**src/rtl/ialist_pkg.sv**
```systemverilog
// ----------------------------------------------------------------------------
// Indexed array list package
// Shared types and constants for the list engine and its storage cells.
// ----------------------------------------------------------------------------
package ialist_pkg;

	localparam int DEFAULT_DEPTH      = 64;
	localparam int DEFAULT_DATA_WIDTH = 32;
	// Wide enough for a cell index at the largest supported depth.
	localparam int CMD_POS_W          = 13;

	typedef enum logic [2:0] {
		ACT_APPEND     = 3'd0,
		ACT_INSERT     = 3'd1,
		ACT_UPDATE     = 3'd2,
		ACT_DEL_VALUE  = 3'd3,
		ACT_DEL_INDEX  = 3'd4,
		ACT_CLEAR      = 3'd5,
		ACT_READ       = 3'd6
	} action_t;

	typedef enum logic [2:0] {
		STS_OK        = 3'd0,
		STS_RANGE     = 3'd1,
		STS_FULL      = 3'd2,
		STS_NOT_FOUND = 3'd3,
		STS_EMPTY     = 3'd4
	} status_t;

	typedef enum logic [1:0] {
		CMD_HOLD       = 2'd0,
		CMD_WRITE      = 2'd1,
		CMD_SHIFT_UP   = 2'd2,
		CMD_SHIFT_DOWN = 2'd3
	} cell_op_t;

	typedef struct packed {
		cell_op_t               op;
		logic [CMD_POS_W-1:0]   pos;
	} cell_cmd_t;

endpackage

```
**src/rtl/ialist_cell.sv**
```systemverilog
// ----------------------------------------------------------------------------
// Indexed array list cell
// Holds one list entry and moves it to or from its neighbors on command.
// ----------------------------------------------------------------------------
module ialist_cell import ialist_pkg::*; #(
	parameter int DATA_WIDTH = DEFAULT_DATA_WIDTH,
	parameter int INDEX      = 0
) (
	input  logic                  clk,
	input  cell_cmd_t             cmd,
	input  logic [DATA_WIDTH-1:0] cmd_value,
	input  logic [DATA_WIDTH-1:0] prev_word,
	input  logic [DATA_WIDTH-1:0] next_word,
	output logic [DATA_WIDTH-1:0] word,
	output logic                  match
);

	localparam logic [CMD_POS_W-1:0] MY_POS = CMD_POS_W'(INDEX);

	logic [DATA_WIDTH-1:0] word_q;
	logic                  match_q;

	always_ff @(posedge clk) begin
		match_q <= (word_q == cmd_value);
		unique case (cmd.op)
			CMD_HOLD: begin
				word_q <= word_q;
			end
			CMD_WRITE: begin
				if (cmd.pos == MY_POS) begin
					word_q <= cmd_value;
				end
			end
			CMD_SHIFT_UP: begin
				if (cmd.pos == MY_POS) begin
					word_q <= cmd_value;
				end else if (cmd.pos < MY_POS) begin
					word_q <= prev_word;
				end
			end
			CMD_SHIFT_DOWN: begin
				if (cmd.pos <= MY_POS) begin
					word_q <= next_word;
				end
			end
		endcase
	end

	assign word  = word_q;
	assign match = match_q;

endmodule

```
**config.mk**
```make
export PLATFORM = sky130hd
export DESIGN_NAME = ialist_cell
export DESIGN_NICKNAME = d
export VERILOG_FILES = /design/src/rtl/ialist_pkg.sv /design/src/rtl/ialist_cell.sv
export SDC_FILE = /design/constraint.sdc
export NUM_CORES = 1
export LEC_CHECK = 0
export ABC_AREA = 1
export BUFFER_PORTS_ARGS = -buffer_cell sky130_fd_sc_hd__buf_2
export CORE_ASPECT_RATIO = 1.1
export CORE_UTILIZATION = 44
export CTS_CLUSTER_SIZE = 16
export DETAILED_ROUTE_END_ITERATION = 16
export PLACE_DENSITY = 0.88
export SLEW_MARGIN = 20
export SYNTH_ARGS = -nofsm -noshare
export SYNTH_HDL_FRONTEND = slang
export SYNTH_SLANG_ARGS = --single-unit
export TNS_END_PERCENT = 30
```
**constraint.sdc**
```tcl
create_clock -name clk -period 4.37 [get_ports clk]
set_input_delay 0.874 -clock clk [delete_from_list [all_inputs] [get_ports clk]]
set_output_delay 0.874 -clock clk [all_outputs]
set_load 0.02 [all_outputs]
```
# == Word-level counts from Yosys, hierarchy flattened ==
# Index checks and enable logic that the tools add are counted.
# totals
reg_bits,33
inputBits,112
# classes
magnitude_cmp,2
eq_ne,7
mux,5
bitwise_logic,1
reduce_logical,3
# op_table
cell,n
$mux 32,4
$pmux 32 s3,1
$eq 32x32->1,1
$le 13x1->1 const B,1
$logic_not 13->1,1
$lt 13x1->1 const B,1
$eq 2x2->1 const B,2
$ne 2x2->1 const B,2
$reduce_and 4->1,1
$ne 3x3->1 const B,1
$eq 2x1->1 const B,1
$logic_not 2->1,1
$not 1->1,1

# == Longest topological paths before layout ==
# logic_depth
depth_word,4
depth_mapped,8
ltp_nobuf,8

# == Worst setup path before layout ==
# OpenSTA, ideal clock, no wires.
# synth_path
kind,input-to-reg
startpoint,in cmd[3] (netlist name)
endpoint,"reg word_q[0], in the netlist word[0] (enable)"
setup_ns,0.421
arrival_time_ns,2.570
setup_slack_ns,1.379
stages,3
n_path_buf,0
cell_sequence,nor4_1 nand2_1 nor2_1
# synth_between
elab_chain_cells,3
elab_cells_between_ends,7
cone_classes,order compare: 2; eq/ne: 3; reduce/logical: 2
# synth_rtl
element,line,rtl
start: declaration,ialist_cell.sv:10,"input cell_cmd_t cmd,"
$lt 13x1->1 (tied with other cells),ialist_cell.sv:37,end else if (cmd.pos < MY_POS) begin
$ne 3x3->1 (no line) or $ne 2x2->1 (tied branches),-,
$reduce_and 4->1 (no line) *,-,
end signal: assignment,ialist_cell.sv:36,word_q <= cmd_value;
end signal: assignment,ialist_cell.sv:38,word_q <= prev_word;
end signal: assignment,ialist_cell.sv:43,word_q <= next_word;
end: declaration,ialist_cell.sv:20,logic [DATA_WIDTH-1:0] word_q;
# Mark *: on every way between the ends. The rest lies on a longest branch, timed or not.
# A chain may end at the register's enable or synchronous reset.

# == Worst setup path in the final report ==
# layout_path
startpoint,in cmd[3] (netlist name)
endpoint,"reg word_q[30], in the netlist word[30] (enable)"
# The elaborated chain is that of the path after synthesis.

==> out/results.ini <==
[setup_path]
cp-start-kind = input pin
crit_path_cell_trace = buf_2, nor4_1, nand2_1, nor2_4
crit_arrival_ns = 2.11
crit_fanout = 32
crit_type = input pin to flop
critPathCaptureType = flop
worstReg2RegStart = word[30]
max_stage_delay_ns = 0.72
crit_slowest_cell = nor2_4
startpoint = cmd[3]
cp.required_ns = 4.28

[floorplan]
core.rowCount = 25
die_area_sq_um = 4947
core_area_sq_um = 4379
die_w_um = 67.15
start_util_pct = 46.91
num_io_pins = 145
die_y_um = 73.67

[flow_run]
cap_violations = 0

[detailed_routing]
drtPass1Iterations = 4
wl_per_cell_um = 9.890
vias = 2027
viasPerCell = 4.465
drt_iter0_drc = 74
wl_mm = 4.490
drcViolationCount = 0
drtAntennaViolNets = 0

[cells_and_area]
fin_area_sq_um = 2724
diodes = 0
mostFrequentLayoutCells = buf_2 (112), nand2_1 (97), inv_1 (57)
nets = 511
area_delta_synth_final_pct = 32.58
fin_util_pct = 62.20
final_common_cell = buf_2
fillers = 404
drive_gt1_share_pct = 31.25

[placed_design]
place_area_sq_um = 2641
pre_cts_ws_ns = 1.837
place_congestion = 0.7140
dpl.hpwl_mm = 3.505
port-buffer-count = 112

[global_routing]
grt_overflow = 0
grt_pass1_wl_mm = 6.962
grt_pass1_vias = 1780
antenna_found_initial = 0
grt_max_degree = 61
groute.usage.overall_pct = 18.84

[timing]
fin_ws_ns = 2.171
worst_pin_slew_ns = 1.039
finalCriticalPeriod_ns = 2.199
hold_viol = 0
setup_tns_ns = 0
setup_viol = 0
max_freq_ghz = 0.4548
finClkSkew_ns = 0.002672
slew_headroom_pct = 30.50
rsz0062_at_grt = no
fin_crit_sh_pct = 50.32
drv_slew = 0

[pwr]
switching_share_pct = 23.37
power.internal_uw = 506.4
p_per_area_nw_per_um2 = 242.6
p_clk_share_pct = 33.0
combPwrFrac_pct = 14.1
peakVddDrop_v = 0.0001564
p_switching_uw = 154.5
p_leak_uw = 0.001528
sequentialPowerShare_pct = 52.9

[yosys]
netlist_area_sq_um = 2054
yosys_warnings = 0
synth_top_area_share_pct = 46.77
yosysUniqueCellTypes = 14
synthCells = 286
yosysSeqAreaShare_pct = 47.75
synth_top_area_cell = edfxtp_1
yosys-top-cells-area = edfxtp_1 (47%), nand2_1 (18%), inv_1 (10%), nor2_1 (9.7%), a21oi_1 (6.8%)
synthesis.nets = 398
synth-seq-cells = 33
postSynthAreaPerCell_sq_um = 7.183

[cts]
cts.sinks = 33
cts_resized = 0
clkSlewWorstSetupHoldPaths_ns = 0.07
clock_latency_ns = 0.28
clockRootBuffer = clkbuf_8
holdBufCountCts = 0
cts_tree = yes
cts_buffers = 5
cts_buffer_depth = 2
post_cts_buffers = 0
htree_levels = 2

[run_status]
status = finished, final reports clean

[worst_hold_path]
hp-start = word[8]
worstHoldPathType = flop to flop

==> per-layer routing <==
layer | share of wire (%) | track usage, %
met1 | 42 | 19.64
met2 | 51 | 35.89
met3 | 5.7 | 4.658
met4 | 0.98 | 6.147
met5 | 0 | 0
==> Yosys cell counts <==
cell type and n:
mux2_4 2, nand2_1 97, nand2_2 1, nor2_1 53
edfxtp_1 32, mux2_2 2, dfxtp_1 1, buf_2 3
nor3_1 2, xor2_1 3, a21oi_1 28, inv_1 57
buf_6 3, nor4_1 2
==> power by group through the flow <==
stage	registers [uW]	clock network [uW]	logic, uW
6_report	349	218	93.4
5_1_grt	349	239	107
4_1_cts	349	228	94.2
3_5_place_dp	356	0	93.8
3_3_place_gp	356	0	89.7
2_1_floorplan	356	0	49.9
==> critical path: cells and delay by family <==
family	cells	cell delay (ns)
and+or+nand+nor	3	1.12
buffers and inverters	1	0.10
==> flip-flops by register name (all words and copies together), names as in the netlist <==
| register | count |
|---|---|
| word | 32 |
| match | 1 |
==> final cells by class <==
class                           count  area [sq um]  area share [%]
Multi-Input combinational cell    190         818.3           30.04
Clock buffer                        6         72.57           2.664
Timing Repair Buffer              112         560.5           20.58
Inverter                           57         214.0           7.855
Clock inverter                      2         10.01          0.3675
Sequential cell                    33         980.9           36.01
Tap cell                           54         67.56           2.480
==> worst paths after layout <==
check	slack (ns)	cells past startpoint	endpoint
max	2.17	4	word[30]
min	0.71	7	match
max reg2reg	3.30	7	match
min reg2reg	0.71	7	match
==> per-stage QoR <==
stage	power [uW]	hold slack (ns)	instances
after global placement	445.8	0.6877	446
after floorplan	406.1	0.7976	286
final	660.9	0.7109	454
after CTS	671.1	0.7266	454
after global routing	694.3	0.7850	454
after detailed placement	450.0	0.7169	446
==> logic make-up (layout without fill, tap and decap cells) <==
logic type,after synthesis,in the layout,synth area share (%)
mux,4,4,2.558
simple gates,155,155,28.81
compound gates,28,28,6.821
buf+inv,63,177,12.79
xor+xnor,3,3,1.279
flops,33,33,47.75
No activity file was read; power rests on OpenSTA's default activity.
